`src/rtl/assert_macros.svh`:
```
// ---------------------------------------------------------------------------
// assert_macros.svh
// Concurrent assertion shorthands shared by the resampler RTL.
// ---------------------------------------------------------------------------
`ifndef ASSERT_MACROS_SVH
`define ASSERT_MACROS_SVH

// prop must hold at every rising edge out of reset
`define ASSERT_PROP(lbl, clk, rst_n, prop, msg) \
	lbl: assert property (@(posedge clk) disable iff (!rst_n) prop) \
		else $error(msg);

// cond must never be true at a rising edge out of reset
`define ASSERT_NEVER(lbl, clk, rst_n, cond, msg) \
	lbl: assert property (@(posedge clk) disable iff (!rst_n) !(cond)) \
		else $error(msg);

`endif

```
`src/rtl/wtlr_pkg.sv`:
```
// ---------------------------------------------------------------------------
// wtlr_pkg
// Shared widths, codes and types of the wavetable loop resampler.
// ---------------------------------------------------------------------------
package wtlr_pkg;

	localparam int FRAC_BITS_DEF   = 12;
	localparam int ADDR_BITS_DEF   = 16;
	localparam int SAMPLE_BITS_DEF = 16;

	localparam int REQ_W      = 2;
	localparam int WORD_W     = 16;
	localparam int CPOS_W     = 28;
	localparam int STEP_W     = 24;
	localparam int MODE_W     = 2;
	localparam int CFG_IDX_W  = 3;
	localparam int CFG_DATA_W = 28;

	localparam logic [REQ_W-1:0] REQ_LOAD    = 2'd0;
	localparam logic [REQ_W-1:0] REQ_START   = 2'd1;
	localparam logic [REQ_W-1:0] REQ_PRODUCE = 2'd2;

	localparam logic [MODE_W-1:0] MODE_ONESHOT = 2'd0;
	localparam logic [MODE_W-1:0] MODE_LOOP    = 2'd1;

	localparam logic [CFG_IDX_W-1:0] CFG_LOOP_MODE  = 3'd0;
	localparam logic [CFG_IDX_W-1:0] CFG_PITCH_STEP = 3'd1;
	localparam logic [CFG_IDX_W-1:0] CFG_LOOP_START = 3'd2;
	localparam logic [CFG_IDX_W-1:0] CFG_LOOP_END   = 3'd3;
	localparam logic [CFG_IDX_W-1:0] CFG_SAMPLE_END = 3'd4;

	localparam logic [STEP_W-1:0] PITCH_STEP_RST = 24'd4096;

	// per-word control carried down the interpolation pipe
	typedef struct packed {
		logic valid;     // produce word in this stage
		logic active;    // voice was on: sample is interpolated, else zero
		logic on_after;  // voice state after this word's update
	} wtlr_ctl_t;

endpackage

```
`src/rtl/wtlr_voice_ctrl.sv`:
```
// ---------------------------------------------------------------------------
// wtlr_voice_ctrl
// Configuration registers, play position update and memory read issue.
// ---------------------------------------------------------------------------
`include "assert_macros.svh"

module wtlr_voice_ctrl #(
	parameter int FRAC_BITS = 12,
	parameter int ADDR_BITS = 16
) (
	input  logic                             clk,
	input  logic                             arst_n,
	input  logic                             cfg_write,
	input  logic [wtlr_pkg::CFG_IDX_W-1:0]   cfg_index,
	input  logic [wtlr_pkg::CFG_DATA_W-1:0]  cfg_data,
	input  logic                             acc_start,
	input  logic                             acc_produce,
	input  logic [wtlr_pkg::CPOS_W-1:0]      start_position,
	input  logic                             s1_en,
	output logic                             rd_en,
	output logic [ADDR_BITS-1:0]             rd_addr_a,
	output logic [ADDR_BITS-1:0]             rd_addr_b,
	output wtlr_pkg::wtlr_ctl_t              ctl_s1,
	output logic [FRAC_BITS-1:0]             frac_s1
);

	import wtlr_pkg::*;

	localparam int POS_BITS = ADDR_BITS + FRAC_BITS;
	// room for sum, reflection and sign at the wider of position and config
	localparam int CW = ((POS_BITS > CPOS_W) ? POS_BITS : CPOS_W) + 3;

	logic [MODE_W-1:0]   mode_q;
	logic [STEP_W-1:0]   step_q;
	logic [CPOS_W-1:0]   lstart_q;
	logic [CPOS_W-1:0]   lend_q;
	logic [CPOS_W-1:0]   send_q;

	logic [POS_BITS-1:0] pos_q;
	logic                back_q;
	logic                playing_q;

	logic [POS_BITS-1:0] pos_d;
	logic                back_d;
	logic                von_d;

	logic signed [CW-1:0] p_x, st_x, ls_x, le_x, se_x;
	logic signed [CW-1:0] fwd_x, rev_x, lp_x, fref_x, rref_x;

	always_ff @(posedge clk or negedge arst_n) begin
		if (!arst_n) begin
			mode_q   <= MODE_ONESHOT;
			step_q   <= PITCH_STEP_RST;
			lstart_q <= '0;
			lend_q   <= '0;
			send_q   <= '0;
		end else if (cfg_write) begin
			case (cfg_index)
				CFG_LOOP_MODE:  mode_q   <= cfg_data[MODE_W-1:0];
				CFG_PITCH_STEP: step_q   <= cfg_data[STEP_W-1:0];
				CFG_LOOP_START: lstart_q <= cfg_data[CPOS_W-1:0];
				CFG_LOOP_END:   lend_q   <= cfg_data[CPOS_W-1:0];
				CFG_SAMPLE_END: send_q   <= cfg_data[CPOS_W-1:0];
				default: ;
			endcase
		end
	end

	assign p_x  = CW'(pos_q);
	assign st_x = CW'(step_q);
	assign ls_x = CW'(lstart_q);
	assign le_x = CW'(lend_q);
	assign se_x = CW'(send_q);

	assign fwd_x  = p_x + st_x;
	assign rev_x  = p_x - st_x;
	assign lp_x   = fwd_x - (le_x - ls_x);
	assign fref_x = le_x + le_x - fwd_x;
	assign rref_x = ls_x + ls_x - rev_x;

	always_comb begin
		pos_d  = pos_q;
		back_d = back_q;
		von_d  = playing_q;
		if (acc_start) begin
			pos_d  = POS_BITS'(start_position);
			back_d = 1'b0;
			von_d  = 1'b1;
		end else if (acc_produce && playing_q) begin
			case (mode_q)
				MODE_ONESHOT: begin
					// past the end: stop and keep the position
					if (fwd_x > se_x) begin
						von_d = 1'b0;
					end else begin
						pos_d = POS_BITS'(fwd_x);
					end
				end
				MODE_LOOP: begin
					pos_d = (fwd_x > le_x) ? POS_BITS'(lp_x) : POS_BITS'(fwd_x);
				end
				default: begin
					// ping-pong, also for the unused mode code
					if (!back_q) begin
						if (fwd_x > le_x) begin
							pos_d  = POS_BITS'(fref_x);
							back_d = 1'b1;
						end else begin
							pos_d = POS_BITS'(fwd_x);
						end
					end else begin
						if (rev_x < ls_x) begin
							pos_d  = POS_BITS'(rref_x);
							back_d = 1'b0;
						end else begin
							pos_d = POS_BITS'(rev_x);
						end
					end
				end
			endcase
		end
	end

	always_ff @(posedge clk or negedge arst_n) begin
		if (!arst_n) begin
			pos_q     <= '0;
			back_q    <= 1'b0;
			playing_q <= 1'b0;
		end else begin
			pos_q     <= pos_d;
			back_q    <= back_d;
			playing_q <= von_d;
		end
	end

	// samples are fetched at the position before this word's advance
	assign rd_en     = acc_produce && playing_q;
	assign rd_addr_a = pos_q[POS_BITS-1:FRAC_BITS];
	assign rd_addr_b = rd_addr_a + ADDR_BITS'(1);

	always_ff @(posedge clk or negedge arst_n) begin
		if (!arst_n) begin
			ctl_s1 <= '0;
		end else if (s1_en) begin
			ctl_s1 <= '{valid: acc_produce, active: playing_q, on_after: von_d};
		end
	end

	always_ff @(posedge clk) begin
		if (s1_en) begin
			frac_s1 <= pos_q[FRAC_BITS-1:0];
		end
	end

	`ASSERT_PROP(a_voice_off_only_oneshot, clk, arst_n,
		$fell(playing_q) |-> $past(acc_produce) && ($past(mode_q) == MODE_ONESHOT),
		"voice stopped outside a one-shot produce word")
	`ASSERT_PROP(a_s1_holds, clk, arst_n, !s1_en |=> $stable(ctl_s1),
		"stage 1 changed while blocked")
	`ASSERT_NEVER(a_idle_stays_off, clk, arst_n,
		ctl_s1.valid && !ctl_s1.active && ctl_s1.on_after,
		"produce word turned an idle voice on")

endmodule

```
`config.mk`:
```
export PLATFORM = sky130hd
export DESIGN_NAME = wtlr_voice_ctrl
export DESIGN_NICKNAME = d
export VERILOG_FILES = /design/src/rtl/wtlr_pkg.sv /design/src/rtl/wtlr_voice_ctrl.sv
export VERILOG_INCLUDE_DIRS = /design/src /design/src/rtl
export SDC_FILE = /design/constraint.sdc
export NUM_CORES = 1
export LEC_CHECK = 0
export BUFFER_PORTS_ARGS = -buffer_cell sky130_fd_sc_hd__buf_4
export CORE_UTILIZATION = 55
export DETAILED_ROUTE_END_ITERATION = 8
export PLACE_DENSITY_LB_ADDON = 0.05
export SETUP_SLACK_MARGIN = 0.4
export SLEW_MARGIN = 20
export SYNTH_ARGS = -nofsm -noshare
export SYNTH_HDL_FRONTEND = slang
export SYNTH_SLANG_ARGS = --single-unit
```
`constraint.sdc`:
```
create_clock -name clk -period 5.7 [get_ports clk]
set_clock_uncertainty 0.2 [all_clocks]
set_input_delay 0.285 -clock clk [delete_from_list [all_inputs] [get_ports clk]]
set_output_delay 0.285 -clock clk [all_outputs]
set_load 0.005 [all_outputs]
```
-- After elaboration in Yosys (flattened, before gate mapping)
Cells that the tools add are included.
- add/sub/neg operators: 9
- $lt $le $gt $ge: 3
- eq/ne operators: 7
- muxes and demuxes: 18
- reductions and logical operators: 12
- operator list (operator ; count):
    two-way mux 28 bit ; 7
    subtractor 28 bit ; 4
    greater-than comparator 29 x 28 -> 1 bit ; 2
    adder 28 bit ; 2
    case mux 28 bit (2 select lines) ; 1
    adder 28 x 24 -> 29 bit ; 1
    less-than comparator 29 bit ; 1
    subtractor 28 x 24 -> 29 bit ; 1
    adder 16 x 1 -> 16 bit, second input constant ; 1
    AND reduction 2 bit ; 7
    two-way mux 1 bit ; 10
    == test 3 x 2 -> 1 bit, second input constant ; 2
    == test 3 x 1 -> 1 bit, second input constant ; 1
    == test 3 bit, second input constant ; 1
    zero test 3 bit ; 1
    != test 3 bit, second input constant ; 1
    == test 2 x 1 -> 1 bit, second input constant ; 1
    zero test 2 bit ; 1
    != test 2 x 1 -> 1 bit, second input constant ; 1
    nonzero test 2 bit ; 1
    OR reduction 2 bit ; 1
    logical AND 1 bit ; 1
- flip-flop bits (word level): 155
- bits of input ports: 65
- output and inout port bits: 48
- logic and storage cells: 61

-- Logic depth before layout (Yosys ltp)
- word-level depth: 7
- mapped depth: 27
- depth with buffers taken out: 26

-- Worst setup path after synthesis
OpenSTA, ideal clock, no wires.
- path kind: reg-to-reg
- start point: reg step_q[0]
- end point: reg pos_q[27]
- setup time: 125 ps
- arrival: 5553 ps
- data required time: 5375 ps
- path slack: -177 ps
- stages on the path, launching flop included: 27
- buffers on the path: 0
- period minus slack after synthesis: 5877 ps
- cell sequence: dfrtp_1 -> ha_1 -> fa_1 -> nor2b_4 -> o311a_2 -> o2111a_2 -> o21bai_2 -> o21ai_0 -> a21oi_1 -> o21bai_1 -> a21oi_1 -> xnor2_1 -> inv_1 -> fa_1 -> inv_1 -> ha_1 -> nand2_1 -> o21ai_0 -> a221oi_1 -> o22a_1 -> o31ai_1 -> or4_1 -> a221oi_1 -> xnor2_1 -> a32o_1 -> mux2i_1 -> a21oi_1
- cells in the longest elaborated chain, start to end: 7
- elaborated cells on any way between the ends: 18
- classes of those cells: add/sub: 5; order compare: 3; eq/ne: 1; mux: 8; reduce/logical: 1
- ends and longest elaborated chain (what ; line ; text):
    from (decl) ; wtlr_voice_ctrl.sv:34 ; logic [STEP_W-1:0] step_q;
    from (signal assigned) ; wtlr_voice_ctrl.sv:60 ; CFG_PITCH_STEP: step_q <= cfg_data[STEP_W-1:0];
    adder 28 x 24 -> 29 bit / subtractor 28 x 24 -> 29 bit (equally long branches) ; wtlr_voice_ctrl.sv:75, wtlr_voice_ctrl.sv:76 ;
    subtractor 28 bit (tied with other cells) ; wtlr_voice_ctrl.sv:78 ; assign fref_x = le_x + le_x - fwd_x;
    two-way mux 28 bit, on equally long branches ; wtlr_voice_ctrl.sv:105, wtlr_voice_ctrl.sv:112 ;
    two-way mux 28 bit ; wtlr_voice_ctrl.sv:104 ; if (!back_q) begin
    case mux 28 bit (2 select lines) ; wtlr_voice_ctrl.sv:90 ; case (mode_q)
    two-way mux 28 bit ; wtlr_voice_ctrl.sv:89 ; end else if (acc_produce && playing_q) begin
    two-way mux 28 bit ; wtlr_voice_ctrl.sv:85 ; if (acc_start) begin
    to (signal assigned) ; wtlr_voice_ctrl.sv:130 ; pos_q <= pos_d;
    to (decl) ; wtlr_voice_ctrl.sv:39 ; logic [POS_BITS-1:0] pos_q;
Several ways; a longest one is shown, not always the timed one. The select of a mux whose other input is x is not followed.
A chain may end at the register's enable or synchronous reset.

-- Worst setup path in the final report
- start point: reg pos_q[1]
- end point: reg pos_q[26]
- cells in the longest elaborated chain, start to end: 7
- elaborated cells on any way between the ends: 18
- classes of those cells: add/sub: 5; order compare: 3; eq/ne: 1; mux: 8; reduce/logical: 1
- ends and longest elaborated chain (what ; line):
    adder 28 x 24 -> 29 bit / subtractor 28 x 24 -> 29 bit (equally long branches) ; wtlr_voice_ctrl.sv:75, wtlr_voice_ctrl.sv:76
    subtractor 28 bit (tied with other cells) ; wtlr_voice_ctrl.sv:78
    two-way mux 28 bit, on equally long branches ; wtlr_voice_ctrl.sv:105, wtlr_voice_ctrl.sv:112
    two-way mux 28 bit ; wtlr_voice_ctrl.sv:104
    case mux 28 bit (2 select lines) ; wtlr_voice_ctrl.sv:90
    two-way mux 28 bit ; wtlr_voice_ctrl.sv:89
    two-way mux 28 bit ; wtlr_voice_ctrl.sv:85
Several ways; a longest one is shown, not always the timed one. The select of a mux whose other input is x is not followed.

==> impl_metrics.tcl <==
set metrics [dict create \
    status "finished with violations" \
    violations "setup timing" \
    vias 17500 \
    grt_overflow 0 \
    path_max_fanout 4 \
    synth_area_um2 16200 \
    synth_area_per_cell_um2 8.25 \
    min_from "start_position[25]" \
    grtUsageTotal 0.408 \
    dr.pass1.iters 6 \
    die_w_um 174 \
    dp_hpwl_um 47000 \
    cp-startpoint "pos_q[1]" \
    cap_violations 0 \
    cts.sink_count 155 \
    synth_cells 1968 \
    fmax_ghz 0.170 \
    tightestPinTransition_ns 1.16 \
    grt_pass1_vias 16800 \
    routabilityCongestion 1.03 \
    cp-end-kind "flop" \
    initial_core_util 0.563 \
    tritoncts "done" \
    antenna_found_initial 2 \
    synth_top_cell_by_area "dfrtp_1" \
    hold-worst-slack_ns 0.0179 \
    grt_pass1_wl_um 93700 \
    maxSlewViolCount 0 \
    dr.first_iter.drc_count 1985 \
    synth_cell_types 87 \
    yosysSeqAreaShare 0.243 \
    period_share 1.03 \
    instances_no_fill 2822 \
    syn_nets 2275 \
    yosys-top-cells-area "dfrtp_1 22%, ha_1 16%, inv_1 5.5%, xnor2_1 5.0%, o21ai_0 4.9%" \
    worstPathArrival_ns 6.08 \
    synth_edf_count 12 \
    num_rows 62 \
    slew_headroom 0.224 \
    rsz0062_at_grt "true" \
    synth.top_cell.area_share 0.219 \
    ys_ff_latch 155 \
    via_per_inst 6.19 \
    synth_flop_cell "dfrtp_1" \
    path_clk_slew_ns 0.07 \
    clk_path_buf_depth 2 \
    hp-class "input pin to flop" \
    die_h_um 174 \
    async_flop_share 0.923 \
    synth_commonest_cells "236 x inv_1, 211 x ha_1, 186 x nand2_1, 158 x o21ai_0, 142 x dfrtp_1" \
    criticalPathCategory "flop to flop" \
    final_antenna_net_count 0 \
    nets 2732 \
    grt_start_max_net_pins 61 \
    drc 0 \
    synth_most_common_cell "inv_1" \
    cts-buffers-inserted 17 \
    design.portCount 113 \
    final_hold_viol_count 0 \
    routed_wl_um 64100 \
    clk_latency_ns 0.47 \
    wire_per_inst_um 22.7 \
    h-tree-depth 4 \
    root_buffer "clkbuf_16" \
    io_buffer_count 112 \
    dieArea_um2 30200 \
    fin_ws_ns -0.192 \
    post-place-cells 2651 \
    post-route-min-period_ns 5.89 \
    area_delta_synth_final_pct 41.1 \
    diodes 0 \
    r2r-start "pos_q[1]" \
    final-setup-viol-count 19 \
    finalSetupTns_ns -1.53 \
    startpoint_type "flop" \
    coreArea_um2 28900 \
    critPathRequiredTime_ns 5.89 \
    fill_cells 1930 \
    drive_gt1_frac 0.323 \
    yosys_warnings 0 \
]
[final cells by class]
| cell class | instances | area [um2] | area share |
|---|---|---|---|
| Inverter | 237 | 897 | 0.0391 |
| Sequential cell | 155 | 3950 | 0.172 |
| Clock inverter | 13 | 194 | 0.00846 |
| Tap cell | 384 | 480 | 0.0210 |
| Clock buffer | 19 | 433 | 0.0189 |
| Multi-Input combinational cell | 1496 | 12700 | 0.553 |
| Timing Repair Buffer | 518 | 4300 | 0.188 |
[timing repair]
action / 4_1_cts / 5_1_grt
hold buffers: 57 / 0
pin swaps: 89 / 62
endpoints found under the setup margin: 31 / 31
buffers inserted: 48 / 33
gates cloned: 0 / 1
gates resized for setup: 227 / 126
endpoints found under the hold margin: 192 / 0
[placed cells by master, fill, tap and decap left out, types with 12 or more instances in the layout]
cell / instances
nor2_1: 121
a211oi_2: 12
o21bai_1: 19
o21ai_1: 23
o21a_1: 17
clkbuf_16: 18
ha_4: 30
edfxtp_1: 12
nand3_1: 31
nand4_1: 22
a21oi_1: 121
o21ai_2: 14
dfrtp_1: 138
o21ai_0: 128
a211oi_1: 18
xnor2_1: 79
a31oi_1: 12
o211ai_1: 17
buf_4: 404
a21o_1: 50
xor2_1: 40
buf_6: 48
mux2_2: 37
nand2_1: 177
a21oi_2: 15
nor3_1: 17
inv_1: 214
dlygate4sd3_1: 57
inv_2: 20
ha_1: 179
fa_1: 29
[final timing paths]
path | to | slack [ns] | depth (start not counted)
setup / recovery | pos_q[26] | -0.19 | 24
max in group asynchronous | send_q[25] | 3.94 | 3
setup reg to reg | pos_q[26] | -0.19 | 24
hold reg to reg | ctl_s1[1] | 0.31 | 1
min in group asynchronous | pos_q[2] | 0.14 | 2
hold / removal | pos_q[25] | 0.02 | 3
[registers in the layout (all words and copies together) (netlist names)]
signal / cells
mode_q: 2
playing_q: 1
lstart_q: 28
frac_s1: 12
back_q: 1
send_q: 28
step_q: 24
lend_q: 28
ctl_s1: 3
pos_q: 28
[critical path, cell delays in order, from the launching register on]
cell,delay [ns]
dfrtp_2,0.48
ha_4,0.27
nand2b_4,0.14
a221o_1,0.39
a21oi_4,0.25
buf_6,0.13
nor2_2,0.03
nor2_2,0.11
nor2_2,0.06
o31ai_2,0.29
xnor2_2,0.22
inv_2,0.09
fa_1,0.56
inv_2,0.05
ha_4,0.21
a21o_1,0.18
a21oi_2,0.19
o21ai_2,0.09
a221o_1,0.38
or4b_1,0.49
a21o_1,0.23
a211oi_2,0.26
xnor2_1,0.17
o221ai_1,0.15
o22ai_1,0.17
[kinds of logic after synthesis]
| family | after synthesis | share of synthesized area |
|---|---|---|
| and+or+nand+nor | 475 | 0.135 |
| AOI/OAI and AO/OA | 595 | 0.236 |
| muxes | 47 | 0.0319 |
| adders and majority gates | 242 | 0.201 |
| DFF | 155 | 0.243 |
| buffers and inverters | 317 | 0.0805 |
| xor gates and xnor gates | 137 | 0.0739 |
[layer usage]
metal / share of wire / wire [um] / vias to the layer above / track usage
li1: - / - / 7861 / -
met1: 0.42 / 26900 / 8433 / 0.579
met2: 0.44 / 27900 / 1002 / 0.607
met3: 0.11 / 7330 / 162 / 0.0985
met4: 0.030 / 1950 / 0 / 0.134
met5: 0 / 0 / - / 0
[per-stage QoR]
step	area, um2	util	setup slack [ns]
2_1_floorplan	16400	-	0.190
3_5_place_dp	19300	0.670	-1.09
5_1_grt	22900	0.794	-0.340
3_3_place_gp	19300	0.670	-0.990
6_report	22900	0.794	-0.192
4_1_cts	21900	0.761	-0.0492
Power is left out: the tool's default activity adds up to more than one toggle a clock period on the data nets, which glitch-free logic cannot reach.
