`src/rtl/assert_macros.svh`:
```
// ---------------------------------------------------------------------------
// assert_macros.svh
// Concurrent assertion shorthands shared by the resampler RTL.
// ---------------------------------------------------------------------------
`ifndef ASSERT_MACROS_SVH
`define ASSERT_MACROS_SVH

// prop must hold at every rising edge out of reset
`define ASSERT_PROP(lbl, clk, rst_n, prop, msg) \
	lbl: assert property (@(posedge clk) disable iff (!rst_n) prop) \
		else $error(msg);

// cond must never be true at a rising edge out of reset
`define ASSERT_NEVER(lbl, clk, rst_n, cond, msg) \
	lbl: assert property (@(posedge clk) disable iff (!rst_n) !(cond)) \
		else $error(msg);

`endif

```
`src/rtl/wtlr_pkg.sv`:
```
// ---------------------------------------------------------------------------
// wtlr_pkg
// Shared widths, codes and types of the wavetable loop resampler.
// ---------------------------------------------------------------------------
package wtlr_pkg;

	localparam int FRAC_BITS_DEF   = 12;
	localparam int ADDR_BITS_DEF   = 16;
	localparam int SAMPLE_BITS_DEF = 16;

	localparam int REQ_W      = 2;
	localparam int WORD_W     = 16;
	localparam int CPOS_W     = 28;
	localparam int STEP_W     = 24;
	localparam int MODE_W     = 2;
	localparam int CFG_IDX_W  = 3;
	localparam int CFG_DATA_W = 28;

	localparam logic [REQ_W-1:0] REQ_LOAD    = 2'd0;
	localparam logic [REQ_W-1:0] REQ_START   = 2'd1;
	localparam logic [REQ_W-1:0] REQ_PRODUCE = 2'd2;

	localparam logic [MODE_W-1:0] MODE_ONESHOT = 2'd0;
	localparam logic [MODE_W-1:0] MODE_LOOP    = 2'd1;

	localparam logic [CFG_IDX_W-1:0] CFG_LOOP_MODE  = 3'd0;
	localparam logic [CFG_IDX_W-1:0] CFG_PITCH_STEP = 3'd1;
	localparam logic [CFG_IDX_W-1:0] CFG_LOOP_START = 3'd2;
	localparam logic [CFG_IDX_W-1:0] CFG_LOOP_END   = 3'd3;
	localparam logic [CFG_IDX_W-1:0] CFG_SAMPLE_END = 3'd4;

	localparam logic [STEP_W-1:0] PITCH_STEP_RST = 24'd4096;

	// per-word control carried down the interpolation pipe
	typedef struct packed {
		logic valid;     // produce word in this stage
		logic active;    // voice was on: sample is interpolated, else zero
		logic on_after;  // voice state after this word's update
	} wtlr_ctl_t;

endpackage

```
`src/rtl/wtlr_interp.sv`:
```
// ---------------------------------------------------------------------------
// wtlr_interp
// Linear interpolation pipe (multiply, add) and output register.
// ---------------------------------------------------------------------------
`include "assert_macros.svh"

module wtlr_interp #(
	parameter int FRAC_BITS   = 12,
	parameter int SAMPLE_BITS = 16
) (
	input  logic                             clk,
	input  logic                             arst_n,
	input  wtlr_pkg::wtlr_ctl_t              ctl_s1,
	input  logic [FRAC_BITS-1:0]             frac_s1,
	input  logic signed [SAMPLE_BITS-1:0]    rd_data_a,
	input  logic signed [SAMPLE_BITS-1:0]    rd_data_b,
	output logic                             s1_en,
	input  logic                             out_stall,
	output logic                             out_valid,
	output logic signed [wtlr_pkg::WORD_W-1:0] sample_out,
	output logic                             voice_active
);

	import wtlr_pkg::*;

	localparam int PROD_W = SAMPLE_BITS + FRAC_BITS + 2;

	wtlr_ctl_t                    ctl_s2;
	logic signed [SAMPLE_BITS-1:0] a_s2;
	logic signed [PROD_W-1:0]      prod_s2;

	logic                          out_valid_q;
	logic signed [WORD_W-1:0]      sample_q;
	logic                          voice_active_q;

	logic                          en2, en3;
	logic signed [SAMPLE_BITS:0]   diff_x;
	logic signed [FRAC_BITS:0]     frac_x;
	logic signed [PROD_W-1:0]      prod_x;
	logic signed [PROD_W-1:0]      shr_x;
	logic signed [SAMPLE_BITS-1:0] samp_x;

	// a stage takes a word when it is empty or its word moves on
	assign en3   = !out_valid_q || !out_stall;
	assign en2   = !ctl_s2.valid || en3;
	assign s1_en = !ctl_s1.valid || en2;

	// neighbor only counts with a nonzero fraction
	assign diff_x = (frac_s1 != '0) ?
		($signed({rd_data_b[SAMPLE_BITS-1], rd_data_b}) -
		 $signed({rd_data_a[SAMPLE_BITS-1], rd_data_a})) : '0;
	assign frac_x = $signed({1'b0, frac_s1});
	assign prod_x = diff_x * frac_x;

	always_ff @(posedge clk or negedge arst_n) begin
		if (!arst_n) begin
			ctl_s2 <= '0;
		end else if (en2) begin
			ctl_s2 <= ctl_s1;
		end
	end

	always_ff @(posedge clk) begin
		if (en2) begin
			a_s2    <= rd_data_a;
			prod_s2 <= prod_x;
		end
	end

	// floor shift; the sum lies between the two words so it fits
	assign shr_x  = prod_s2 >>> FRAC_BITS;
	assign samp_x = a_s2 + SAMPLE_BITS'(shr_x);

	always_ff @(posedge clk or negedge arst_n) begin
		if (!arst_n) begin
			out_valid_q <= 1'b0;
		end else if (en3) begin
			out_valid_q <= ctl_s2.valid;
		end
	end

	always_ff @(posedge clk) begin
		if (en3) begin
			sample_q       <= ctl_s2.active ? WORD_W'(samp_x) : '0;
			voice_active_q <= ctl_s2.on_after;
		end
	end

	assign out_valid    = out_valid_q;
	assign sample_out   = sample_q;
	assign voice_active = voice_active_q;

	`ASSERT_PROP(a_s1_to_s2, clk, arst_n, (ctl_s1.valid && en2) |=> ctl_s2.valid,
		"word lost between stage 1 and stage 2")
	`ASSERT_PROP(a_s2_to_out, clk, arst_n, (ctl_s2.valid && en3) |=> out_valid_q,
		"word lost between stage 2 and output")

endmodule

```
`config.mk`:
```
export PLATFORM = sky130hd
export DESIGN_NAME = wtlr_interp
export DESIGN_NICKNAME = d
export VERILOG_FILES = /design/src/rtl/wtlr_pkg.sv /design/src/rtl/wtlr_interp.sv
export VERILOG_INCLUDE_DIRS = /design/src /design/src/rtl
export SDC_FILE = /design/constraint.sdc
export NUM_CORES = 1
export LEC_CHECK = 0
export BUFFER_PORTS_ARGS = -buffer_cell sky130_fd_sc_hd__buf_2
export CAP_MARGIN = 10
export CELL_PAD_IN_SITES_DETAIL_PLACEMENT = 1
export CELL_PAD_IN_SITES_GLOBAL_PLACEMENT = 2
export CORE_AREA = 3 3 116 229
export CTS_CLUSTER_DIAMETER = 60
export DETAILED_ROUTE_END_ITERATION = 12
export DIE_AREA = 0 0 119 232
export GPL_TIMING_DRIVEN = 0
export HOLD_SLACK_MARGIN = 0.02
export PLACE_DENSITY_LB_ADDON = 0.1
export SYNTH_ARGS = -nofsm -noshare
export SYNTH_HDL_FRONTEND = slang
export SYNTH_SLANG_ARGS = --single-unit
export TNS_END_PERCENT = 1
```
`constraint.sdc`:
```
create_clock -name clk -period 2.9 [get_ports clk]
set_clock_uncertainty 0.05 [all_clocks]
set_input_delay 0.145 -clock clk [delete_from_list [all_inputs] [get_ports clk]]
set_output_delay 0.145 -clock clk [all_outputs]
set_load 0.05 [all_outputs]
```
* Word level (Yosys, flattened, before mapping) *
Index checks and enable logic that the tools add are counted.

word-level totals
  bits in registers = 65
  latch bits = 0
  bits in writable memories = 0
  ROM bits = 0
  bits of input ports = 50
  output and inout bits = 19
  word-level logic and storage cells = 20
  memories = 0

operators by class
  add/sub/neg operators = 2
  $mul = 1
  div/mod/pow operators = 0
  order comparisons = 0
  eq/ne operators = 0
  shift operators = 0
  mux-type cells = 1
  bitwise logic cells = 0
  reductions and logical operators = 8

operator list
  operator                      number
  multiplier 17 x 13 -> 28 bit  1
  2-to-1 mux 17 bit             1
  subtractor 16 x 16 -> 17 bit  1
  adder 16 bit                  1
  nonzero test 12 bit           1
  zero test 1 bit               4
  logical OR 1 bit              3

* Logic depth before layout (Yosys ltp) *
Gate-level depths: netlist of run 1.

  word-level depth = 4
  mapped depth = 32
  depth with buffers taken out = 31

* Least setup slack after synthesis of run 1 *
No wires, ideal clock.

  path type = input to register
  from = input rd_data_a[2]
  to = register prod_s2[27], data pin
  setup time = 0.268 ns
  arrival time = 6.386 ns
  data required time = 2.582 ns
  setup slack = -3.804 ns
  cell stages on the path = 29
  path through = inv_1 -> ha_1 -> nor2b_1 -> o31ai_1 -> a211o_1 -> a21oi_1 -> nor4_1 -> o21ai_0 -> a21oi_1 -> buf_2 -> nand2_1 -> fa_1 -> inv_1 -> fa_1 -> clkbuf_1 -> xnor2_1 -> ha_1 -> fa_1 -> fa_1 -> ha_1 -> nand2_1 -> a21oi_1 -> nor3b_1 -> nor2_1 -> o31ai_4 -> o21ai_2 -> nor4_2 -> nor3_1 -> xnor3_1

between the ends
  cells in the longest elaborated chain, start to end = 3

RTL lines
  item                          line               text
  from (decl)                   wtlr_interp.sv:15  input logic signed [SAMPLE_BITS-1:0] rd_data_a,
  subtractor 16 x 16 -> 17 bit  wtlr_interp.sv:50  ($signed({rd_data_b[SAMPLE_BITS-1], rd_data_b}) -
  2-to-1 mux 17 bit             wtlr_interp.sv:49  assign diff_x = (frac_s1 != '0) ?
  multiplier 17 x 13 -> 28 bit  wtlr_interp.sv:53  assign prod_x = diff_x * frac_x;
  via prod_x[27]                wtlr_interp.sv:39  logic signed [PROD_W-1:0] prod_x;
  to (signal assigned)          wtlr_interp.sv:66  prod_s2 <= prod_x;
  to (decl)                     wtlr_interp.sv:30  logic signed [PROD_W-1:0] prod_s2;

The timed path passes the listed nets, and every way through them passes these cells.
A chain may end at the register's enable or synchronous reset.

* Worst setup path in the final report of run 1 *
  from = input rd_data_b[0]
  to = register prod_s2[27], data pin

between the ends
  cells in the longest elaborated chain, start to end = 3

RTL lines
  item                          line               text
  from (decl)                   wtlr_interp.sv:16  input logic signed [SAMPLE_BITS-1:0] rd_data_b,
  subtractor 16 x 16 -> 17 bit  wtlr_interp.sv:50
  2-to-1 mux 17 bit             wtlr_interp.sv:49
  multiplier 17 x 13 -> 28 bit  wtlr_interp.sv:53
  via prod_x[27]                wtlr_interp.sv:39

The timed path passes the listed nets, and every way through them passes these cells.

==> out/metrics.cfg, run 1 <==
[cts]
cts_tree=built
clock_path_buffers=2
cts_made_buffers=5
cts_max_level=2
root_buffer=clkbuf_16
clk_pin_slew_worst_paths_ns=0.06
clkLatencyLatePin_ns=0.29
cts_sinks=53

[critical_path]
critical_path_arrival_ns=6.80
required_ns=2.87
slowest_delay_ns=0.49
path_delay_family=adder cells
r2r_slack_ns=0.09
path_buf_inv=7
worstSetupPathType=in2reg
worst-path-stages=32
endpoint_kind=flip-flop
critPathLaunch=rd_data_b[0]
start_kind=primary input
worstSetupEndpoint=prod_s2[27]$_DFFE_PP_
reg2reg_to=sample_out[15]$_SDFFCE_PN0P_
r2r_start=prod_s2[13]$_DFFE_PP_
cp_slowest_cell=fa_1
crit_path_max_fanout=6
reg2reg_depth=10

[place]
port_buffers=62
gp_congestion=0.829
hpwl_mm=24.7
dp.cells=1471

[cells_and_area]
final_nets=1522
area_delta_synth_final_pct=20.2
ff_latch_area_sq_um=1570
nFillCells=2893
diodes=0
fin_cells=1538
layout.cells.most_common=inv_1
multi_input_area_sq_um=8040
final_cell_mix=inv_1, fa_1, nand2_1
drive_above_1_share_pct=18.6

[synth]
yosysSeqAreaShare_pct=15.5
ys_ff_latch=53
synthDistinctLibCells=53
synth_edf_count=49
syn_area_sq_um=10100
synth_cells=1072
syn_nets=1393
yosys_warnings=0
synth_area_per_cell_sq_um=9.44
async_reset_ff_share_pct=7.55
ys.flop_type=edfxtp_1

[min_path]
hp-class=in2reg
min_from=rd_data_a[10]

[detailed_routing]
wl_per_cell_um=19.5
route.vias.total=7616
drt_first_iter_violations=175
wl_mm=30.0
vias_per_cell=4.95
drcViolationCount=0
ant_nets=0
drt_pass1_iterations=4

[timing]
rsz0062_at_grt=yes
post-route-period-util_pct=235
finalHoldViolations=0
slew_violations=0
layout_setup_ws_ns=-3.93
period_needed_ns=6.83
fmax_mhz=146
relSlewSlack_pct=45.9
setup_violations=16
worst_pin_slew_ns=0.810

[die]
die_h_um=232
die_x_um=119
rows=82
fp.dieArea_sq_um=27600
start_util_pct=40.3
ioPinCount=69
fp.coreArea_sq_um=25100

[global_routing]
grt_max_degree=35
overflow=0
grt_use_total_pct=22.3
grt_pass1_wl_mm=46.8
grt_pass1_vias=8628
antenna_found_initial=0

[run_status]
outcome=finished, violations left
failed_checks=negative setup slack

[flow_run]
drv_cap=0

## per-stage QoR
stage | area, sq um | hold WS, ns | utilization, % | worst slack, ns | TNS [ns]
after floorplan | 10200 | -0.201 | - | -3.50 | -50.38
after global placement | 11000 | -0.0941 | 43.6 | -5.04 | -72.32
after detailed placement | 11000 | -0.0905 | 43.7 | -5.11 | -73.29
after CTS | 11700 | 0.0260 | 46.5 | -4.08 | -57.76
after global routing | 12200 | 0.0236 | 48.4 | -4.23 | -60.21
final | 12200 | 0.0289 | 48.4 | -3.93 | -55.88
## registers in the layout (all words and copies together) (netlist names)
register / count
prod_s2: 16
sample_out: 16
ctl_s2: 3
out_valid: 1
voice_active: 1
a_s2: 16
## what timing repair did
item | in CTS | in global routing
gates resized for setup | 56 | 61
endpoints found under the setup margin | 18 | 19
hold endpoints to repair | 19 | 1
setup buffers | 16 | 28
pin swaps | 21 | 56
hold buffers | 16 | 1
## worst register-to-register path: cells and delay by family, from the launching register on
| family | cells | cell delay (ns) |
|---|---|---|
| adders and majority gates | 1 | 0.29 |
| and+or+nand+nor | 1 | 0.46 |
| AOI/OAI and AO/OA | 8 | 1.36 |
| DFF | 1 | 0.40 |
## cells in the mapped netlist, drive strengths merged, types with 2 or more instances
cell / number / area share, %
inv: 248 / 9.2
fa: 176 / 35
nand2: 109 / 4.0
ha: 95 / 12
and2: 93 / 5.7
edfxtp: 49 / 15
nor2b: 37 / 2.3
xnor2: 31 / 2.7
clkbuf: 30 / 1.1
nor2: 30 / 1.1
a21oi: 27 / 1.3
xor2: 19 / 1.6
o21ai: 17 / 0.88
nand2b: 15 / 0.93
nand3: 10 / 0.49
nor3: 10 / 0.49
o21a: 8 / 0.59
a21o: 6 / 0.44
nor4: 6 / 0.43
a31oi: 5 / 0.31
o31ai: 5 / 0.64
buf: 4 / 0.22
dfrtp: 4 / 0.99
nor3b: 4 / 0.30
and3: 3 / 0.19
or2: 3 / 0.19
a211o: 2 / 0.17
a41o: 2 / 0.20
a41oi: 2 / 0.17
mux2: 2 / 0.22
nand4: 2 / 0.12
or3: 2 / 0.12
## metal layers
metal	wire [um]	vias up	share of wire, %	global-route usage (%)
li1	-	3523	-	-
met1	10000	3912	33	22.3
met2	17800	112	59	45.5
met3	382	69	1.3	1.46
met4	1760	0	5.9	10.3
met5	0	-	0	0
## kinds of logic (layout without fill, tap and decap cells)
| group | after synthesis | after routing | share of synthesized area, % |
|---|---|---|---|
| buffers and inverters | 282 | 412 | 10.5 |
| AOI/OAI and AO/OA | 83 | 83 | 5.64 |
| and+or+nand+nor | 328 | 328 | 16.8 |
| DFF | 53 | 53 | 15.5 |
| xor gates and xnor gates | 51 | 51 | 4.55 |
| muxes | 3 | 3 | 0.321 |
| adders and majority gates | 272 | 272 | 46.6 |
## how the worst min path moves through the flow
stage | to | slack (ns) | cells past startpoint
after floorplan | ctl_s2[0]$_DFFE_PN0P_ | -0.20 | 0
final | a_s2[10]$_DFFE_PP_ | 0.03 | 1
after CTS | ctl_s2[0]$_DFFE_PN0P_ | 0.03 | 2
after global routing | a_s2[10]$_DFFE_PP_ | 0.02 | 1
after global placement | ctl_s2[0]$_DFFE_PN0P_ | -0.09 | 1
after detailed placement | ctl_s2[1]$_DFFE_PN0P_ | -0.09 | 1
## layout make-up
type | instances | share of cell area, %
sequential | 53 | 12.9
buffer | 33 | 1.56
multi-input combinational | 737 | 66.0
inverter | 248 | 7.65
clock inverter | 1 | 0.247
timing repair buffer | 123 | 6.97
tap | 336 | 3.45
clock buffer | 7 | 1.17
Power of run 1 is not shown: default switching activity piles up to over one toggle a cycle in this logic, so the estimate is an artifact.
==> run 2: changes to the inputs <==
Settings changed: PLACE_DENSITY set to 0.78, PLACE_DENSITY_LB_ADDON 0.1 to unset.
==> out/metrics.cfg, run 2 (synthesis results as in run 1) <==
[die]
ioPinCount=69
die_x_um=119
die_h_um=232
fp.dieArea_sq_um=27600
rows=82
fp.coreArea_sq_um=25100
start_util_pct=40.3

[global_routing]
overflow=0
grt_pass1_wl_mm=47.4
grt_max_degree=35
antenna_found_initial=0
grt_pass1_vias=8892
grt_use_total_pct=22.5

[timing]
rsz0062_at_grt=yes
fmax_mhz=148
period_needed_ns=6.76
relSlewSlack_pct=47.6
layout_setup_ws_ns=-3.86
worst_pin_slew_ns=0.784
post-route-period-util_pct=233
finalHoldViolations=0
setup_violations=16
slew_violations=0

[critical_path]
start_kind=primary input
critical_path_arrival_ns=6.76
worstSetupPathType=in2reg
r2r_slack_ns=0.01
path_delay_family=adder cells
slowest_delay_ns=0.57
endpoint_kind=flip-flop
crit_path_max_fanout=8
r2r_start=prod_s2[13]$_DFFE_PP_
required_ns=2.90
path_buf_inv=7
critPathLaunch=rd_data_b[0]
cp_slowest_cell=fa_1

[place]
hpwl_mm=24.1
dp.cells=1471
post_dp_cell_area_sq_um=11000
port_buffers=62
gp_congestion=0.827
dp_slack_ns=-5.13

[cells_and_area]
diodes=0
finalInstanceArea_sq_um=12300
drive_above_1_share_pct=19.8
area_delta_synth_final_pct=21.8
final_cell_mix=inv_1, fa_1, nand2_1
nFillCells=2867
layout.cells.most_common=inv_1
fin_cells=1551
final_core_util_pct=49.0
final_nets=1535

[min_path]
hp-class=in2reg
min_from=ctl_s1[1]

[cts]
clk_pin_slew_worst_paths_ns=0.07
root_buffer=clkbuf_16
cts_made_buffers=5
cts_sinks=53
cts_max_level=2
cts_tree=built
clkLatencyLatePin_ns=0.30
clock_path_buffers=2

[detailed_routing]
wl_met1_mm=9.59
drt_first_iter_violations=255
route.met3.wl_um=441
wl_mm=29.8
drcViolationCount=0
routed.top_layer=met4
route.vias.total=7719
dr_wl_met2_mm=17.5
vias_per_cell=4.98
ant_nets=0
drt_pass1_iterations=4
wl_per_cell_um=19.2

[run_status]
outcome=finished, violations left
failed_checks=negative setup slack

[flow_run]
drv_cap=0

[run 2: cell types whose count changed in the layout (fill, tap and decap cells not counted), moves of 3 or more]
cell / delta
clkbuf_8: +3
fa_1: -3
inv_1: -4
buf_4: +8
nor2_2: +3
inv_2: +3
fa_2: +3
[run 2: area by class of cell]
cell class,instances,area (sq um),share of cell area [%]
Multi-Input combinational cell,737,8060,65.4
Tap cell,336,420,3.41
Timing Repair Buffer,136,968,7.86
Buffer,33,205,1.66
Sequential cell,53,1570,12.7
Inverter,248,933,7.57
Clock buffer,6,129,1.05
Clock inverter,2,38.8,0.315
[run 2: per-stage QoR]
stage / setup TNS, ns / hold slack [ns]
after floorplan: -50.38 / -0.201
after global placement: -72.35 / -0.0947
after detailed placement: -73.77 / -0.0868
after CTS: -55.52 / 0.0255
after global routing: -60.03 / 0.0297
final: -55.44 / 0.0335
[run 2: final timing paths]
kind	to	cells past startpoint
setup / recovery	prod_s2[26]$_DFFE_PP_	32
min in group asynchronous	ctl_s2[1]$_DFFE_PN0P_	2
setup reg to reg	sample_out[15]$_SDFFCE_PN0P_	10
max in group asynchronous	out_valid$_DFFE_PN0P_	2
hold / removal	ctl_s2[1]$_DFFE_PN0P_	2
hold reg to reg	voice_active$_DFFE_PP_	0
[run 2: routing by layer]
metal / global-route usage (%) / vias up
met4: 13.8 / 0
met2: 45.5 / 117
li1: - / 3545
met3: 1.56 / 83
met5: 0 / -
met1: 21.4 / 3974
[run 2: repair_timing]
item,in CTS,in global routing
gates cloned,2,0
gates resized for setup,87,44
endpoints found under the hold margin,21,1
buffers inserted,37,16
setup endpoints to repair,18,19
pin swaps,54,49
hold buffers,18,1
Power of run 2 is left out for the same reason.
==> run 3: changes to the inputs <==
Settings changed: SETUP_SLACK_MARGIN set to 0.2.
==> out/metrics.cfg, run 3 (synthesis results as in run 1) <==
[run_status]
outcome=finished, violations left
failed_checks=negative setup slack

[cells_and_area]
drive_above_1_share_pct=23.1
final_nets=1547
diodes=0
area_delta_synth_final_pct=24.3
final_cell_mix=inv_1, fa_1, nand2_1
fin_cells=1563
layout.cells.most_common=inv_1
finalInstanceArea_sq_um=12600

[die]
fp.dieArea_sq_um=27600
fp.coreArea_sq_um=25100
ioPinCount=69
start_util_pct=40.3
die_h_um=232
die_x_um=119
rows=82

[detailed_routing]
route.vias.total=7789
wl_mm=30.1
ant_nets=0
drt_pass1_iterations=4
drt_first_iter_violations=203
vias_per_cell=4.98
wl_per_cell_um=19.3
drcViolationCount=0

[critical_path]
worstSetupPathType=in2reg
slowest_delay_ns=0.55
critical_path_arrival_ns=6.71
crit_top_cell=fa_1
crit_path_max_fanout=7
cp_slowest_cell=fa_1
endpoint_kind=flip-flop
start_kind=primary input
required_ns=2.88

[timing]
worst_pin_slew_ns=0.805
setup_violations=16
relSlewSlack_pct=46.2
period_needed_ns=6.73
fmax_mhz=149
slew_violations=0
post-route-period-util_pct=232
finalHoldViolations=0
layout_setup_ws_ns=-3.83
finalSetupTns_ns=-55.00
rsz0062_at_grt=yes

[place]
post_dp_cell_area_sq_um=11000
hpwl_mm=24.1
dp.cells=1471
dp_slack_ns=-5.13
port_buffers=62
gp_congestion=0.827

[flow_run]
drv_cap=0

[min_path]
hp-class=in2reg

[cts]
cts_max_level=2
cts_made_buffers=5
root_buffer=clkbuf_16
clkLatencyLatePin_ns=0.29
cts_sinks=53
clock_path_buffers=2
clk_pin_slew_worst_paths_ns=0.07
cts_tree=built

[global_routing]
antenna_found_initial=0
grt_max_degree=35
grt_pass1_vias=9112
grt_use_total_pct=22.8
overflow=0
grt_pass1_wl_mm=48.1

run 3: final timing paths:
| check | cells past startpoint | from | end | slack [ns] |
|---|---|---|---|---|
| max | 32 | rd_data_b[0] | prod_s2[27]$_DFFE_PP_ | -3.83 |
| min in group asynchronous | 2 | arst_n | ctl_s2[1]$_DFFE_PN0P_ | 0.15 |
| max in group asynchronous | 2 | arst_n | out_valid$_DFFE_PN0P_ | 2.52 |
| min | 2 | ctl_s1[1] | ctl_s2[1]$_DFFE_PN0P_ | 0.04 |
| min reg2reg | 0 | ctl_s2[0]$_DFFE_PN0P_ | voice_active$_DFFE_PP_ | 0.40 |
| max reg2reg | 10 | prod_s2[13]$_DFFE_PP_ | sample_out[15]$_SDFFCE_PN0P_ | 0.05 |
run 3: critical path: cells and delay by family:
kind,cells,cell delay (ns)
buffers and inverters,8,0.59
xor gates and xnor gates,2,0.45
adders and majority gates,8,3.40
and+or+nand+nor,7,0.89
AOI/OAI and AO/OA,7,1.24
run 3: metrics by stage:
stage / hold slack, ns / util (%)
floorplan: -0.201 / -
global placement: -0.0947 / 43.6
detailed placement: -0.0868 / 43.7
CTS: 0.0255 / 49.2
global route: 0.0311 / 50.1
finish: 0.0366 / 50.1
run 3: area by class of cell:
type / instances / area, sq um
buffer: 34 / 214
clock buffer: 6 / 129
clock inverter: 2 / 38.8
fill: 2864 / 12600
inverter: 248 / 933
multi-input combinational: 737 / 8190
sequential: 53 / 1570
tap: 336 / 420
timing repair buffer: 147 / 1090
run 3: per-layer routing:
| layer | share of wire (%) | track usage [%] |
|---|---|---|
| met5 | 0 | 0 |
| met4 | 8.3 | 15.2 |
| met3 | 1.7 | 1.58 |
| met2 | 58 | 45.5 |
| met1 | 32 | 21.6 |
run 3: timing repair:
item                                    CTS  global route
buffers inserted                         53            11
resized for setup                       128            45
pin swaps                                85            59
endpoints found under the setup margin   20            20
hold endpoints to repair                 21             0
cloned                                    2             0
hold buffers                             18             0
Power of run 3 is left out for the same reason.
